===== config.mk =====
export PLATFORM = sky130hd
export DESIGN_NAME = activity_led_mode_controller
export DESIGN_NICKNAME = d
export VERILOG_FILES = /design/src/almc_pkg.sv /design/src/almc_cfg.sv /design/src/almc_state.sv /design/src/activity_led_mode_controller.sv
export SDC_FILE = /design/constraint.sdc
export NUM_CORES = 1
export LEC_CHECK = 0
export ABC_CLOCK_PERIOD_IN_PS = 4200
export BUFFER_PORTS_ARGS = -buffer_cell sky130_fd_sc_hd__buf_2
export CAP_MARGIN = 15
export CELL_PAD_IN_SITES_DETAIL_PLACEMENT = 0
export CELL_PAD_IN_SITES_GLOBAL_PLACEMENT = 2
export CORE_MARGIN = 8
export CORE_UTILIZATION = 40
export CTS_CLUSTER_DIAMETER = 40
export DETAILED_ROUTE_END_ITERATION = 16
export PLACE_DENSITY = 0.79
export SLEW_MARGIN = 20
export SYNTH_ARGS = -nofsm -noshare
export SYNTH_HDL_FRONTEND = slang
export SYNTH_SLANG_ARGS = --single-unit

===== constraint.sdc =====
create_clock -name clk -period 4.2 [get_ports clk]
set_input_delay 0.63 -clock clk [delete_from_list [all_inputs] [get_ports clk]]
set_output_delay 0.63 -clock clk [all_outputs]
set_load 0.05 [all_outputs]

===== src/almc_pkg.sv =====
// shared types and constants for the activity led mode controller
// no dependencies; imported by every module of the block
package almc_pkg;

    localparam int ELAPSED_W = 17;
    localparam int PERIOD_W  = 16;
    localparam int MS_W      = 16;
    localparam int CFG_IDX_W = 2;
    localparam int CFG_DATA_W = 16;

    localparam logic [ELAPSED_W-1:0] ELAPSED_MAX = {ELAPSED_W{1'b1}};

    typedef enum logic [2:0] {
        MODE_OFF   = 3'd0,
        MODE_ON    = 3'd1,
        MODE_PULSE = 3'd2,
        MODE_HOLD  = 3'd3,
        MODE_BLINK = 3'd4
    } mode_t;

    typedef enum logic [2:0] {
        FN_TICK     = 3'd0,
        FN_SET_ON   = 3'd1,
        FN_SET_OFF  = 3'd2,
        FN_TRAFFIC  = 3'd3,
        FN_BLINK    = 3'd4,
        FN_RESTORE  = 3'd5
    } func_t;

    typedef enum logic [CFG_IDX_W-1:0] {
        REG_ACTIVE_LEVEL = 2'd0,
        REG_INITIAL_MODE = 2'd1,
        REG_PULSE_ON_MS  = 2'd2,
        REG_HOLDOFF_MS   = 2'd3
    } reg_idx_t;

    // configuration seen by the state logic
    typedef struct packed {
        logic            active_level;
        logic [MS_W-1:0] pulse_on_ms;
        logic [MS_W-1:0] holdoff_ms;
        logic            load_mode;
        mode_t           load_value;
    } cfg_t;

    // one result item
    typedef struct packed {
        logic  pin_level;
        mode_t mode;
    } result_t;

endpackage


===== src/almc_cfg.sv =====
// configuration register file of the activity led mode controller
// depends on almc_pkg
module almc_cfg
    import almc_pkg::*;
(
    input  logic                  clk,
    input  logic                  rst_n,
    input  logic                  cfg_we,
    input  logic [CFG_IDX_W-1:0]  cfg_index,
    input  logic [CFG_DATA_W-1:0] cfg_data,
    output cfg_t                  cfg
);

    logic            active_level_reg;
    logic [MS_W-1:0] pulse_on_ms_reg;
    logic [MS_W-1:0] holdoff_ms_reg;
    mode_t           mode_value;

    // out-of-range mode codes fall back to inactive
    always_comb
    begin
        if (cfg_data[2:0] > MODE_BLINK)
            mode_value = MODE_OFF;
        else
            mode_value = mode_t'(cfg_data[2:0]);
    end

    always_ff @(posedge clk or negedge rst_n)
    begin
        if (!rst_n)
        begin
            active_level_reg <= 1'b1;
            pulse_on_ms_reg  <= MS_W'(50);
            holdoff_ms_reg   <= MS_W'(50);
        end
        else if (cfg_we)
        begin
            case (reg_idx_t'(cfg_index))
                REG_ACTIVE_LEVEL: active_level_reg <= cfg_data[0];
                REG_PULSE_ON_MS:  pulse_on_ms_reg  <= cfg_data[MS_W-1:0];
                REG_HOLDOFF_MS:   holdoff_ms_reg   <= cfg_data[MS_W-1:0];
                default:          ;
            endcase
        end
    end

    always_comb
    begin
        cfg.active_level = active_level_reg;
        cfg.pulse_on_ms  = pulse_on_ms_reg;
        cfg.holdoff_ms   = holdoff_ms_reg;
        cfg.load_mode    = cfg_we && (reg_idx_t'(cfg_index) == REG_INITIAL_MODE);
        cfg.load_value   = mode_value;
    end

endmodule


===== src/almc_state.sv =====
// mode state, elapsed timers and single-pass update logic
// depends on almc_pkg; driven by almc_cfg and the top level's input stage
module almc_state
    import almc_pkg::*;
(
    input  logic                clk,
    input  logic                rst_n,
    input  cfg_t                cfg,
    input  logic                step,
    input  func_t               func,
    input  logic [PERIOD_W-1:0] period,
    output result_t             result
);

    mode_t                cur_mode_reg, cur_mode_next;
    mode_t                saved_mode_reg, saved_mode_next;
    logic                 pin_reg, pin_next;
    logic [ELAPSED_W-1:0] pulse_elapsed_reg, pulse_elapsed_next;
    logic [ELAPSED_W-1:0] blink_elapsed_reg, blink_elapsed_next;
    logic [PERIOD_W-1:0]  period_now_reg, period_now_next;
    logic [PERIOD_W-1:0]  period_saved_reg, period_saved_next;
    logic [ELAPSED_W-1:0] pulse_bump, blink_bump;
    logic                 lit;

    always_comb
    begin
        lit = cfg.active_level;
        pulse_bump = (pulse_elapsed_reg == ELAPSED_MAX) ? ELAPSED_MAX
                   : pulse_elapsed_reg + ELAPSED_W'(1);
        blink_bump = (blink_elapsed_reg == ELAPSED_MAX) ? ELAPSED_MAX
                   : blink_elapsed_reg + ELAPSED_W'(1);

        cur_mode_next      = cur_mode_reg;
        saved_mode_next    = saved_mode_reg;
        pin_next           = pin_reg;
        pulse_elapsed_next = pulse_elapsed_reg;
        blink_elapsed_next = blink_elapsed_reg;
        period_now_next    = period_now_reg;
        period_saved_next  = period_saved_reg;

        if (step)
        begin
            case (func)
                FN_TICK:
                begin
                    pulse_elapsed_next = pulse_bump;
                    blink_elapsed_next = blink_bump;
                    case (cur_mode_reg)
                        MODE_OFF: pin_next = ~lit;
                        MODE_ON:  pin_next = lit;
                        MODE_PULSE:
                        begin
                            if (pulse_bump > {1'b0, cfg.pulse_on_ms})
                            begin
                                pin_next           = ~lit;
                                cur_mode_next      = MODE_HOLD;
                                pulse_elapsed_next = '0;
                            end
                        end
                        MODE_HOLD:
                        begin
                            if (pulse_bump > {1'b0, cfg.holdoff_ms})
                                cur_mode_next = saved_mode_reg;
                        end
                        MODE_BLINK:
                        begin
                            // half period threshold
                            if (blink_bump > {2'b00, period_now_reg[PERIOD_W-1:1]})
                            begin
                                pin_next           = ~pin_reg;
                                blink_elapsed_next = '0;
                            end
                        end
                        default: ;
                    endcase
                end
                FN_SET_ON:
                begin
                    saved_mode_next = cur_mode_reg;
                    cur_mode_next   = MODE_ON;
                end
                FN_SET_OFF:
                begin
                    saved_mode_next = cur_mode_reg;
                    cur_mode_next   = MODE_OFF;
                end
                FN_TRAFFIC:
                begin
                    // ignored while a pulse or holdoff is running
                    if (cur_mode_reg != MODE_PULSE && cur_mode_reg != MODE_HOLD)
                    begin
                        pin_next           = lit;
                        saved_mode_next    = cur_mode_reg;
                        cur_mode_next      = MODE_PULSE;
                        pulse_elapsed_next = '0;
                    end
                end
                FN_BLINK:
                begin
                    saved_mode_next    = cur_mode_reg;
                    cur_mode_next      = MODE_BLINK;
                    period_saved_next  = period_now_reg;
                    period_now_next    = period;
                    blink_elapsed_next = '0;
                end
                FN_RESTORE:
                begin
                    cur_mode_next   = saved_mode_reg;
                    period_now_next = period_saved_reg;
                end
                default: ;
            endcase
        end

        if (cfg.load_mode)
        begin
            cur_mode_next   = cfg.load_value;
            saved_mode_next = cfg.load_value;
        end

        result.pin_level = pin_next;
        result.mode      = cur_mode_next;
    end

    always_ff @(posedge clk or negedge rst_n)
    begin
        if (!rst_n)
        begin
            cur_mode_reg      <= MODE_OFF;
            saved_mode_reg    <= MODE_OFF;
            pin_reg           <= 1'b0;
            pulse_elapsed_reg <= '0;
            blink_elapsed_reg <= '0;
            period_now_reg    <= '0;
            period_saved_reg  <= '0;
        end
        else
        begin
            cur_mode_reg      <= cur_mode_next;
            saved_mode_reg    <= saved_mode_next;
            pin_reg           <= pin_next;
            pulse_elapsed_reg <= pulse_elapsed_next;
            blink_elapsed_reg <= blink_elapsed_next;
            period_now_reg    <= period_now_next;
            period_saved_reg  <= period_saved_next;
        end
    end

`ifndef SYNTHESIS
    // traffic outside pulse/holdoff starts a fresh pulse
    assert property (@(posedge clk) disable iff (!rst_n)
        (step && func == FN_TRAFFIC && !cfg.load_mode
         && cur_mode_reg != MODE_PULSE && cur_mode_reg != MODE_HOLD)
        |=> (cur_mode_reg == MODE_PULSE && pulse_elapsed_reg == '0))
    else $error("traffic did not start a pulse");

    // blink start loads the period and restarts the blink timer
    assert property (@(posedge clk) disable iff (!rst_n)
        (step && func == FN_BLINK && !cfg.load_mode)
        |=> (period_now_reg == $past(period) && blink_elapsed_reg == '0
             && cur_mode_reg == MODE_BLINK))
    else $error("blink start not applied");

    // pulse timer only counts up by one, saturates, or clears
    assert property (@(posedge clk) disable iff (!rst_n)
        (pulse_elapsed_reg != $past(pulse_elapsed_reg))
        |-> (pulse_elapsed_reg == '0
             || pulse_elapsed_reg == $past(pulse_elapsed_reg) + ELAPSED_W'(1)))
    else $error("pulse timer jumped");
`endif

endmodule


===== src/activity_led_mode_controller.sv =====
// activity led mode controller
// one led pin driven through inactive, active, pulse, holdoff and blink modes
// input channel s_axis: tuser carries the function code, tdata the blink
//   period (used by blink start only); every transfer is one input item
// output channel m_axis: one result transfer per input item, carrying the
//   pin level and the current mode after that item
// config port: cfg_we/cfg_index/cfg_data writes one register per cycle,
//   index 0 active level, 1 initial mode (also reloads both mode fields),
//   2 pulse on time, 3 holdoff time; write only while the block is idle
// pipeline: input register -> single-pass state update -> result register
//   result valid rises 1 cycle after the input transfer, so the earliest
//   result transfer comes 2 cycles after the input transfer
//   throughput is one item per cycle; the state update for an item happens
//   in the cycle it leaves the input register for the result register
// stall: when m_axis_tready is low and a result is waiting, the input
//   register holds one more item, then s_axis_tready drops
// reset (rst_n low, asynchronous): both channels empty, mode inactive,
//   pin dark, timers and periods zero, registers at their defaults
// depends on almc_pkg, almc_cfg and almc_state
module activity_led_mode_controller
    import almc_pkg::*;
(
    input  logic                  clk,
    input  logic                  rst_n,
    // configuration write port
    input  logic                  cfg_we,
    input  logic [CFG_IDX_W-1:0]  cfg_index,
    input  logic [CFG_DATA_W-1:0] cfg_data,
    // input item stream
    input  logic                  s_axis_tvalid,
    output logic                  s_axis_tready,
    input  logic [15:0]           s_axis_tdata,  // [15:0] blink_period
    input  logic [2:0]            s_axis_tuser,  // [2:0] func
    // result stream
    output logic                  m_axis_tvalid,
    input  logic                  m_axis_tready,
    output logic [7:0]            m_axis_tdata   // [0] pin_level, [3:1] mode, [7:4] zero
);

    cfg_t                cfg;
    result_t             result;

    // input stage
    logic                in_valid_reg;
    func_t               in_func_reg;
    logic [PERIOD_W-1:0] in_period_reg;

    // result stage
    logic                out_valid_reg;
    result_t             out_result_reg;

    logic                s_xfer;
    logic                advance;

    // an item moves on when the result register is empty or being drained
    assign advance       = in_valid_reg && (!out_valid_reg || m_axis_tready);
    assign s_axis_tready = !in_valid_reg || advance;
    assign s_xfer        = s_axis_tvalid && s_axis_tready;

    almc_cfg u_cfg (
        .clk       (clk),
        .rst_n     (rst_n),
        .cfg_we    (cfg_we),
        .cfg_index (cfg_index),
        .cfg_data  (cfg_data),
        .cfg       (cfg)
    );

    almc_state u_state (
        .clk    (clk),
        .rst_n  (rst_n),
        .cfg    (cfg),
        .step   (advance),
        .func   (in_func_reg),
        .period (in_period_reg),
        .result (result)
    );

    // input register control
    always_ff @(posedge clk or negedge rst_n)
    begin
        if (!rst_n)
            in_valid_reg <= 1'b0;
        else if (s_xfer)
            in_valid_reg <= 1'b1;
        else if (advance)
            in_valid_reg <= 1'b0;
    end

    // input payload, no reset needed
    always_ff @(posedge clk)
    begin
        if (s_xfer)
        begin
            in_func_reg   <= func_t'(s_axis_tuser);
            in_period_reg <= s_axis_tdata;
        end
    end

    // result register control
    always_ff @(posedge clk or negedge rst_n)
    begin
        if (!rst_n)
            out_valid_reg <= 1'b0;
        else if (advance)
            out_valid_reg <= 1'b1;
        else if (m_axis_tready)
            out_valid_reg <= 1'b0;
    end

    // result payload, captured with the state update
    always_ff @(posedge clk)
    begin
        if (advance)
            out_result_reg <= result;
    end

    assign m_axis_tvalid = out_valid_reg;
    assign m_axis_tdata  = {4'b0000, out_result_reg.mode, out_result_reg.pin_level};

endmodule

# ---- Word-level counts from Yosys, hierarchy flattened
# Index checks and enable logic that the tools add are counted.
dict set report op_classes {
  add_sub_neg 2
  order_cmp 4
  eq_ne 18
  muxes 32
  n_bitwise 2
  reduce_logical 27
}
# cell n
set op_table {}
lappend op_table {{$mux W17} 7}
lappend op_table {{$pmux W17 S2} 2}
lappend op_table {{$add A17 B1 Y17 const B} 2}
lappend op_table {{$eq A17 B17 Y1 const B} 2}
lappend op_table {{$gt A17 B16 Y1} 2}
lappend op_table {{$pmux W16 S2} 1}
lappend op_table {{$mux W3} 9}
lappend op_table {{$pmux W3 S6} 1}
lappend op_table {{$gt A17 B15 Y1} 1}
lappend op_table {{$eq A3 B2 Y1 const B} 4}
lappend op_table {{$pmux W3 S2} 2}
lappend op_table {{$reduce_and A2 Y1} 6}
lappend op_table {{$reduce_bool A2 Y1} 6}
lappend op_table {{$eq A3 B3 Y1 const B} 3}
lappend op_table {{$ne A3 B2 Y1 const B} 3}
lappend op_table {{$mux W1} 8}
lappend op_table {{$eq A3 B1 Y1 const B} 2}
lappend op_table {{$logic_not A3 Y1} 2}
lappend op_table {{$reduce_and A3 Y1} 2}
lappend op_table {{$eq A2 B2 Y1 const B} 2}
lappend op_table {{$logic_and A1 B1 Y1} 4}
lappend op_table {{$pmux W1 S4} 1}
lappend op_table {{$gt A3 B3 Y1 const B} 1}
lappend op_table {{$reduce_bool A3 Y1} 1}
lappend op_table {{8 further kinds} 11}
dict set report word_totals {
  ff_bits 131
  inputBits 42
  out_inout_bits 10
  wordCells 101
}

# ---- Logic depth before layout (Yosys ltp)
# Gate-level depths: netlist of the first run.
dict set report depth {
  depth_word 8
  depth_mapped 17
}

# ---- Cells and area by module
# From an unflattened synthesis of the first run, not the netlist that was laid out.
dict set report hier_totals {
  hier_cells 654
  hier_area_um2 7194.4
}
# mod n_inst cells_each area_per_inst_um2
set modules_own_cells {}
lappend modules_own_cells {almc_state 1 542 4981.0}
lappend modules_own_cells {almc_cfg 1 76 1385.1}
lappend modules_own_cells {activity_led_mode_controller 1 36 828.3}

# ---- Worst setup path before layout of the first run
# OpenSTA, ideal clock, no wires.
dict set report synth_path {
  kind {reg-to-reg}
  startpoint {register u_state.blink_elapsed_reg[0]}
  endpoint {register out_result_reg, in the netlist m_axis_tdata[0] (data pin)}
  arrival_time_ps 3552
  required_time_ps 3927
  path_slack_ps 374
  path_stages_with_launch 17
  synth_period_minus_slack_ps 3826
  cell_sequence {dfrtp_1 > ha_1 > nand4_1 > nor2_1 > and4_1 > nand2_1 > clkbuf_1 > nand2_1 > ha_1 > nand4_1 > nor4_1 > a31oi_1 > or3_1 > nor4b_4 > xnor2_1 > o311ai_2 > nand3b_1}
}
# item line
set synth_lines {}
lappend synth_lines {{start, declared} almc_state.sv:19} ;# logic [ELAPSED_W-1:0] blink_elapsed_reg, blink_elapsed_next;
lappend synth_lines {{start signal, assigned} almc_state.sv:143} ;# blink_elapsed_reg <= blink_elapsed_next;
lappend synth_lines {{end signal, assigned} activity_led_mode_controller.sv:115} ;# out_result_reg <= result;
lappend synth_lines {{end, declared} activity_led_mode_controller.sv:50} ;# result_t out_result_reg;

==> results of run 1 <==
[worst max-delay path: cells and delay by family, from the launching register on]
family	cells	cell delay, ns
flops	1	0.42
buf+inv	2	0.35
mux	1	0.14
compound gates	6	1.54
simple gates	5	0.66
fa+ha+maj	2	0.50
[timing repair]
item                                    in CTS  in global routing
setup buffers                                0                  1
hold buffers                                 0                  0
resized for setup                            0                  3
endpoints found under the setup margin       0                 19
[cells by family after synthesis]
logic type                 after synthesis
buffers and inverters                   85
muxes                                   49
AOI/OAI and AO/OA                      150
adders and majority gates               50
and+or+nand+nor                        176
xor gates and xnor gates                22
other                                    1
DFF                                    128
[final timing paths]
kind / start / end / cells past startpoint
worst max-delay path: u_state.pulse_elapsed_reg[0]$_DFFE_PN0P_ / m_axis_tdata[0]$_DFFE_PP_ / 16
worst min-delay path: rst_n / u_cfg.holdoff_ms_reg[6]$_DFFE_PN0P_ / 1
worst max register to register: u_state.pulse_elapsed_reg[0]$_DFFE_PN0P_ / m_axis_tdata[0]$_DFFE_PP_ / 16
worst min register to register: in_valid_reg$_DFFE_PN0P_ / m_axis_tvalid$_DFFE_PN0P_ / 1
max in group asynchronous: rst_n / u_cfg.active_level_reg$_DFFE_PN1P_ / 2
min in group clk: s_axis_tdata[5] / in_period_reg[5]$_DFFE_PP_ / 1
[metrics by stage]
step                      hold WS (ns)  worst slack (ns)  TNS [ns]  util (%)  power (mW)
after floorplan                  0.334             0.374         0         -        2.15
after global placement           0.464             0.133         0      43.6        2.36
after detailed placement         0.483            0.0121         0      43.6        2.38
after CTS                        0.359           0.00354         0      47.0        3.88
after global routing             0.304          -0.00423  -0.00423      47.1        4.06
final                            0.245             0.334         0      47.1        3.83
[synthesized netlist by cell type, types with 6 or more instances]
cell type	number
nand3_1	21
and3_1	6
o21ai_0	36
dfrtp_1	99
ha_1	49
xor2_1	11
and4_1	6
mux2_2	48
nor2_1	21
clkbuf_1	18
a22o_1	31
dfstp_2	7
xnor2_1	11
nand2_1	70
inv_1	57
nor3_1	6
nand4_1	15
edfxtp_1	22
o22ai_1	17
a21oi_1	31
[per-layer routing]
| metal | vias up | global-route usage (%) | wire [um] |
|---|---|---|---|
| li1 | 2495 | - | - |
| met3 | 22 | 3.30 | 515 |
| met5 | - | 0 | 0 |
| met1 | 2519 | 19.9 | 7620 |
| met4 | 0 | 6.83 | 259 |
| met2 | 96 | 26.4 | 8050 |
[area by class of cell]
type / count / area, um2
fill: 1621 / 9050
sequential: 128 / 3320
multi-input combinational: 451 / 3300
clock buffer: 19 / 433
timing repair buffer: 62 / 357
tap: 225 / 282
inverter: 60 / 225
clock inverter: 13 / 150
[power breakdown]
part           internal (mW)  leakage (nW)  switching [mW]
logic                  0.324          1.99           0.402
registers               1.49          1.56           0.155
clock network          0.885         0.280           0.579
total                   2.69          3.83            1.14
==> impl_metrics.py, run 1 <==
metrics = {
    "yosys": {
        "synthMuxAreaShare_pct": 7.93,
        "yosysWarnings": 0,
        "synth_top_cell_by_area": "dfrtp_1",
        "ys_seq_area_share_pct": 47.8,
        "synthCells": 661,
        "synth_edf_count": 22,
        "synth_top_family_by_area": "compound AO/OA/AOI/OAI gates",
        "synth_compound_area_share_pct": 14.6,
        "synth_cell_type_count": 58,
        "yosys.area_share.simple_pct": 12.9,
        "synth_area_leaders": "dfrtp_1 (36%), edfxtp_1 (9.5%), ha_1 (8.8%)",
        "ys_ff_latch": 128,
        "synth.top_cell.area_share_pct": 35.7,
        "ys_async_sr_fraction_pct": 82.8,
        "syn_area_per_cell_um2": 10.5,
        "ys.flop_type": "dfrtp_1",
        "synth_area_um2": 6950,
        "synth_fa_ha_area_share_pct": 8.97,
        "synth_xor_area_share_pct": 2.77,
    },
    "die": {
        "die_w_um": 148,
        "initial_core_util_pct": 40.6,
        "io_pins": 52,
        "coreArea_um2": 17100,
        "num_rows": 48,
        "fp.dieH_um": 148,
        "dieArea_um2": 21800,
    },
    "sta": {
        "final.min_clock_period_ns": 3.87,
        "fin_skew_ns": 0.0147,
        "worst_slew_pin_slew_ns": 1.02,
        "fmax_ghz": 0.259,
        "slew_viol_final": 0,
        "fin_crit_sh_pct": 92.1,
        "hold_viol": 0,
        "setup_viol": 0,
        "relSlewSlack_pct": 32.1,
    },
    "setup_path": {
        "startpoint_type": "register",
        "critPathArrivalTime_ns": 4.02,
        "worstSetupEndpointType": "register",
        "crit_type": "register to register",
        "cp_slowest_cell": "dfrtp_1",
        "worstPathRequired_ns": 4.35,
        "crit_path_cell_trace": "ha_1 > nand4_1 > nor3_1 > buf_4 > nand4_1 > buf_4 > nand2_1 > ha_1 > a21oi_1 > a21boi_0 > o31ai_1 > o2111ai_1 > a21o_1 > mux2i_1 > o311ai_0 > nand3b_1",
        "rrSetupSlack_ns": 0.33,
        "worst-path-max-fanout": 5,
        "cp_slowest_stage_delay_ns": 0.42,
    },
    "detailed_routing": {
        "drc": 0,
        "wirelength_um": 16400,
        "drt-vias-per-instance": 5.36,
        "drt_iter0_markers": 251,
        "via_count": 5132,
        "wire_per_inst_um": 17.2,
        "ant_nets": 0,
        "drt-pass1-iter-count": 5,
    },
    "grt": {
        "overflow": 0,
        "grt_antenna_before_repair": 0,
        "grt_pass1_wl_um": 27600,
        "grt_pass1_vias": 5367,
        "grt_max_degree": 82,
        "gr-usage-all-layers_pct": 15.9,
    },
    "power": {
        "powerDensity_nw_per_um2": 475,
        "leakage_nw": 3.83,
        "ir_drop_uv": 331,
    },
    "placement": {
        "io_buffers": 46,
        "dp.cells": 925,
        "dp_hpwl_um": 11600,
        "placed_cell_area_um2": 7460,
        "place.gp.congestion": 0.833,
    },
    "min_path": {
        "hp-class": "primary input to async pin",
    },
    "finish": {
        "final_common_cell": "dfrtp_1",
        "layout_common_cells": "dfrtp_1 (99), nand2_1 (69), inv_1 (57)",
        "stdcell_count": 958,
        "fin_area_um2": 8070,
        "final_layout_size_suffix_gt1_share_pct": 22.4,
        "antenna-diode-count": 0,
        "area_growth_pct": 16.2,
        "final_nets": 811,
    },
    "status": {
        "status": "complete, no violations",
    },
    "cts": {
        "htree_num_levels": 4,
        "clockBufferDepth": 2,
        "cts_buffers": 17,
        "cts_num_sinks": 128,
        "cts_root_buf": "clkbuf_16",
        "clk_latency_ns": 0.42,
        "cts_tree": "done",
        "clkSlewWorstSetupHoldPaths_ns": 0.06,
    },
    "run": {
        "max-cap-violations": 0,
    },
}
(Power assumes the default switching activity.)
==> run 2: changes to the inputs <==
- ABC_CLOCK_PERIOD_IN_PS: 4200 -> 4100
- clock period: 4.2 -> 4.1 ns (I/O delays scaled with it)
==> impl_metrics.py, run 2 (synthesis results as in run 1) <==
metrics = {
    "finish": {
        "final_common_cell": "dfrtp_1",
        "layout_common_cells": "dfrtp_1 (99), nand2_1 (68), inv_1 (57)",
        "area_growth_pct": 16.8,
        "antenna-diode-count": 0,
        "final_layout_size_suffix_gt1_share_pct": 23.1,
        "final_nets": 814,
        "stdcell_count": 961,
        "fin_area_um2": 8110,
        "utilization_pct": 47.4,
    },
    "detailed_routing": {
        "drc": 0,
        "drt_iter0_markers": 338,
        "wire_per_inst_um": 16.8,
        "drt-pass1-iter-count": 4,
        "ant_nets": 0,
        "wirelength_um": 16200,
        "via_count": 5052,
        "drt-vias-per-instance": 5.26,
    },
    "power": {
        "powerDensity_nw_per_um2": 483,
        "power_frac_clock_pct": 38.1,
        "switching_share_pct": 29.4,
        "p_int_mw": 2.77,
        "leakage_nw": 3.84,
        "switching_power_mw": 1.15,
        "seq_power_share_pct": 42.8,
        "power.total_mw": 3.92,
        "comb_power_share_pct": 19.1,
        "ir_drop_uv": 334,
    },
    "sta": {
        "slew_viol_final": 0,
        "relSlewSlack_pct": 34.2,
        "tns_ns": 0,
        "fin_ws_ns": 0.243,
        "fin_crit_sh_pct": 94.1,
        "hold_viol": 0,
        "grt_setup_unrepaired": "false",
        "final.min_clock_period_ns": 3.86,
        "fin_skew_ns": 0.00752,
        "setup_viol": 0,
        "fmax_ghz": 0.259,
        "worst_slew_pin_slew_ns": 0.984,
        "hold_ws_ns": 0.236,
    },
    "cts": {
        "cts_tree": "done",
        "htree_num_levels": 4,
        "cts_buffers": 17,
        "clockBufferDepth": 2,
        "cts_num_sinks": 128,
        "cts_root_buf": "clkbuf_16",
        "holdBufCountCts": 0,
        "clkSlewWorstSetupHoldPaths_ns": 0.06,
        "clk_latency_ns": 0.42,
    },
    "grt": {
        "grt_max_degree": 53,
        "gr-usage-all-layers_pct": 15.6,
        "overflow": 0,
        "grt_antenna_before_repair": 0,
        "grt_pass1_wl_um": 26900,
        "grt_pass1_vias": 5240,
    },
    "placement": {
        "place.gp.congestion": 0.779,
        "placed_cell_area_um2": 7470,
        "io_buffers": 46,
        "place_ws_ns": -0.0379,
        "dp.cells": 926,
        "dp_hpwl_um": 11700,
    },
    "die": {
        "fp.dieH_um": 148,
        "num_rows": 48,
        "dieArea_um2": 21800,
        "coreArea_um2": 17100,
        "initial_core_util_pct": 40.6,
        "io_pins": 52,
        "die_w_um": 148,
    },
    "setup_path": {
        "r2r.worst_path.cells": 16,
        "worstSetupEndpointType": "register",
        "rrSetupSlack_ns": 0.24,
        "startpoint_type": "register",
        "worstPathRequired_ns": 4.24,
        "crit_type": "register to register",
        "r2r-end": "m_axis_tdata[0]$_DFFE_PP_",
        "rr_startpoint": "u_state.blink_elapsed_reg[0]$_DFFE_PN0P_",
        "worst-path-max-fanout": 4,
        "critPathArrivalTime_ns": 4.00,
    },
    "run": {
        "max-cap-violations": 0,
    },
    "min_path": {
        "hp-class": "primary input to async pin",
    },
    "status": {
        "status": "complete, no violations",
    },
}
## run 2: cell count changes in the layout (fill, tap and decap cells not counted), sizes merged
cell,previous run,this run
buf,62,65
inv,66,63
clkbuf,19,22
clkinvlp,2,3
bufinv,2,1
## run 2: worst max path at each step
stage	startpoint	slack [ns]	endpoint	cells after the start
global placement	u_state.blink_elapsed_reg[1]$_DFFE_PN0P_	0.03	m_axis_tdata[0]$_DFFE_PP_	16
finish	u_state.blink_elapsed_reg[0]$_DFFE_PN0P_	0.24	m_axis_tdata[0]$_DFFE_PP_	16
CTS	u_state.blink_elapsed_reg[1]$_DFFE_PN0P_	0.04	m_axis_tdata[0]$_DFFE_PP_	16
detailed placement	u_state.blink_elapsed_reg[1]$_DFFE_PN0P_	-0.04	m_axis_tdata[0]$_DFFE_PP_	16
floorplan	u_state.blink_elapsed_reg[0]$_DFFE_PN0P_	0.27	m_axis_tdata[0]$_DFFE_PP_	16
global route	u_state.blink_elapsed_reg[0]$_DFFE_PN0P_	0.00006	m_axis_tdata[0]$_DFFE_PP_	16
## run 2: worst max-delay path, stage by stage, from the launching register on
cell and delay [ns]:
dfrtp_1 0.39, buf_4 0.14, and4_1 0.26, nand2_2 0.11, nor2_2 0.14, nand4_1 0.12
xor2_1 0.16, nand2_1 0.10, ha_1 0.30, nand4_1 0.16, nor4_2 0.34, a31oi_1 0.14
or3_1 0.36, nor4b_4 0.34, xnor2_1 0.13, o311ai_2 0.23, nand3b_1 0.16
## run 2: per-layer routing
layer | up-vias | global-route usage [%] | routed length, um
met3 | 17 | 4.19 | 461
met4 | 0 | 5.51 | 225
met2 | 69 | 26.7 | 8070
li1 | 2503 | - | -
met5 | - | 0 | 0
met1 | 2463 | 18.5 | 7440
## run 2: cell type report
cell class | count | area, um2
Fill cell | 1589 | 9000
Sequential cell | 128 | 3320
Multi-Input combinational cell | 451 | 3320
Clock buffer | 22 | 485
Timing Repair Buffer | 65 | 375
Tap cell | 225 | 282
Inverter | 60 | 228
Clock inverter | 10 | 101
## run 2: power groups by stage
stage                     clock network, mW  registers, mW  logic (mW)
after floorplan                           0           1.67       0.539
after global placement                    0           1.69       0.728
after detailed placement                  0           1.70       0.744
after CTS                              1.53           1.68       0.754
after global routing                   1.59           1.71       0.854
final                                  1.49           1.68       0.747
## run 2: timing repair
item | CTS | global route
buffers inserted | 0 | 3
pin swaps | 0 | 6
resized for setup | 1 | 8
setup endpoints to repair | 1 | 18
==> run 3: changes to the inputs <==
- ABC_CLOCK_PERIOD_IN_PS: 4100 -> 5000
- CORE_UTILIZATION: 40 -> 43
- GPL_TIMING_DRIVEN: default -> 0
- PLACE_DENSITY: 0.79 -> 0.84
- clock period: 4.1 -> 5 ns (I/O delays scaled with it)
==> impl_metrics.py, run 3 (synthesis results as in run 1) <==
metrics = {
    "power": {
        "ir_drop_uv": 284,
        "switching_share_pct": 29.6,
        "power_frac_clock_pct": 38.7,
        "leakage_nw": 3.84,
        "switching_power_mw": 0.956,
        "powerDensity_nw_per_um2": 400,
        "power.total_mw": 3.23,
        "comb_power_share_pct": 19.1,
        "seq_power_share_pct": 42.2,
        "p_int_mw": 2.28,
    },
    "placement": {
        "io_buffers": 46,
        "dp_hpwl_um": 11700,
        "place.gp.congestion": 0.809,
    },
    "run": {
        "max-cap-violations": 0,
    },
    "setup_path": {
        "worst-path-max-fanout": 10,
        "cp_slowest_cell": "nor4_1",
        "worstPathRequired_ns": 5.14,
        "startpoint_type": "register",
        "worstSetupEndpointType": "register",
        "critPathTopFamily": "simple AND/OR/NAND/NOR gates",
        "crit_buf_inv": 1,
        "critPathArrivalTime_ns": 4.72,
        "crit_path_cell_trace": "ha_1 > nand4_1 > nor2_1 > and4_1 > nand2_1 > clkbuf_1 > nand2_1 > ha_1 > nand4_1 > nor4_1 > a31oi_1 > or3_1 > nor4b_4 > xnor2_1 > o311ai_2 > nand3b_1",
        "crit_type": "register to register",
        "cp_slowest_stage_delay_ns": 0.44,
    },
    "grt": {
        "overflow": 0,
        "met2_usage_pct": 26.3,
        "grt_max_degree": 63,
        "grt_use_met3_pct": 4.11,
        "grt_pass1_wl_um": 26400,
        "gr-usage-all-layers_pct": 16.3,
        "busiest_layer": "met2",
        "grt_pass1_vias": 5261,
        "grt_antenna_before_repair": 0,
        "met1_usage_pct": 21.4,
    },
    "finish": {
        "final_layout_size_suffix_gt1_share_pct": 20.7,
        "nFillCells": 1444,
        "final_common_cell": "dfrtp_1",
        "layout_common_cells": "dfrtp_1 (99), nand2_1 (70), inv_1 (57)",
        "final_nets": 821,
        "antenna-diode-count": 0,
        "area_growth_pct": 16.4,
    },
    "sta": {
        "hold_viol": 0,
        "fin_skew_ns": 0.0102,
        "fin_crit_sh_pct": 91.7,
        "tns_ns": 0,
        "slew_viol_final": 0,
        "setup_viol": 0,
        "worst_slew_pin_slew_ns": 0.888,
        "fmax_ghz": 0.218,
        "relSlewSlack_pct": 40.8,
        "grt_setup_unrepaired": "false",
        "final.min_clock_period_ns": 4.59,
    },
    "cts": {
        "post_cts_buffers": 0,
        "clockBufferDepth": 2,
        "cts_root_buf": "clkbuf_16",
        "clkSlewWorstSetupHoldPaths_ns": 0.06,
        "cts_buffers": 17,
        "cts_num_sinks": 128,
        "post_cts_resized": 0,
        "cts_tree": "done",
        "htree_num_levels": 4,
        "clk_latency_ns": 0.42,
        "holdBufCountCts": 0,
    },
    "detailed_routing": {
        "via_count": 5142,
        "drc": 0,
        "drt-vias-per-instance": 5.36,
        "wire_per_inst_um": 16.5,
        "drt_iter0_markers": 287,
        "wirelength_um": 15900,
        "ant_nets": 0,
        "drt-pass1-iter-count": 5,
    },
    "min_path": {
        "hp-class": "primary input to async pin",
    },
    "die": {
        "dieArea_um2": 20500,
        "initial_core_util_pct": 43.9,
        "num_rows": 46,
        "die_w_um": 143,
        "coreArea_um2": 15800,
        "fp.dieH_um": 143,
        "io_pins": 52,
    },
    "status": {
        "status": "complete, no violations",
    },
}
==> run 3: changes by cell type in the layout (fill, tap and decap cells not counted), sizes merged <==
cell	change
clkinv	+1
buf	-11
inv	+3
clkinvlp	-2
clkbuf	+15
bufinv	+1
==> run 3: metrics by stage <==
stage	area, um2	hold WS, ns	util (%)	setup WS, ns	std cells
floorplan	6960	0.454	-	1.17	664
global placement	7460	0.468	47.1	0.426	926
detailed placement	7490	0.496	47.3	0.392	927
CTS	8090	0.273	51.1	0.367	959
global route	8090	0.289	51.1	0.0611	959
finish	8090	0.276	51.1	0.414	959
==> run 3: worst paths after layout <==
path,slack [ns],to,cells after the start,start
setup / recovery,0.41,m_axis_tdata[0]$_DFFE_PP_,16,u_state.blink_elapsed_reg[0]$_DFFE_PN0P_
hold / removal,0.28,u_cfg.holdoff_ms_reg[3]$_DFFE_PN0P_,1,rst_n
setup reg to reg,0.41,m_axis_tdata[0]$_DFFE_PP_,16,u_state.blink_elapsed_reg[0]$_DFFE_PN0P_
hold reg to reg,0.51,u_state.period_now_reg[12]$_DFFE_PN0P_,2,u_state.period_now_reg[12]$_DFFE_PN0P_
max in group asynchronous,4.08,u_state.period_now_reg[12]$_DFFE_PN0P_,2,rst_n
min in group clk,0.50,in_period_reg[4]$_DFFE_PP_,1,s_axis_tdata[4]
==> run 3: power groups by stage <==
stage / clock network (mW) / logic, mW / registers (mW)
2_1_floorplan: 0 / 0.442 / 1.37
3_3_place_gp: 0 / 0.601 / 1.37
3_5_place_dp: 0 / 0.624 / 1.38
4_1_cts: 1.28 / 0.628 / 1.36
5_1_grt: 1.33 / 0.702 / 1.39
6_report: 1.25 / 0.617 / 1.36
==> run 3: cell type report <==
cell class	instances	area [um2]	area share, %
Buffer	25	121	1.50
Clock buffer	19	443	5.48
Clock inverter	13	151	1.87
Inverter	60	225	2.79
Multi-Input combinational cell	451	3290	40.7
Sequential cell	128	3320	41.1
Tap cell	216	270	3.34
Timing Repair Buffer	47	264	3.26
==> run 3: layer usage <==
layer | wire (um) | part of all wire (%) | vias to the layer above
li1 | - | - | 2524
met1 | 7500 | 47 | 2503
met2 | 7530 | 48 | 102
met3 | 678 | 4.3 | 13
met4 | 142 | 0.90 | 0
met5 | 0 | 0 | -
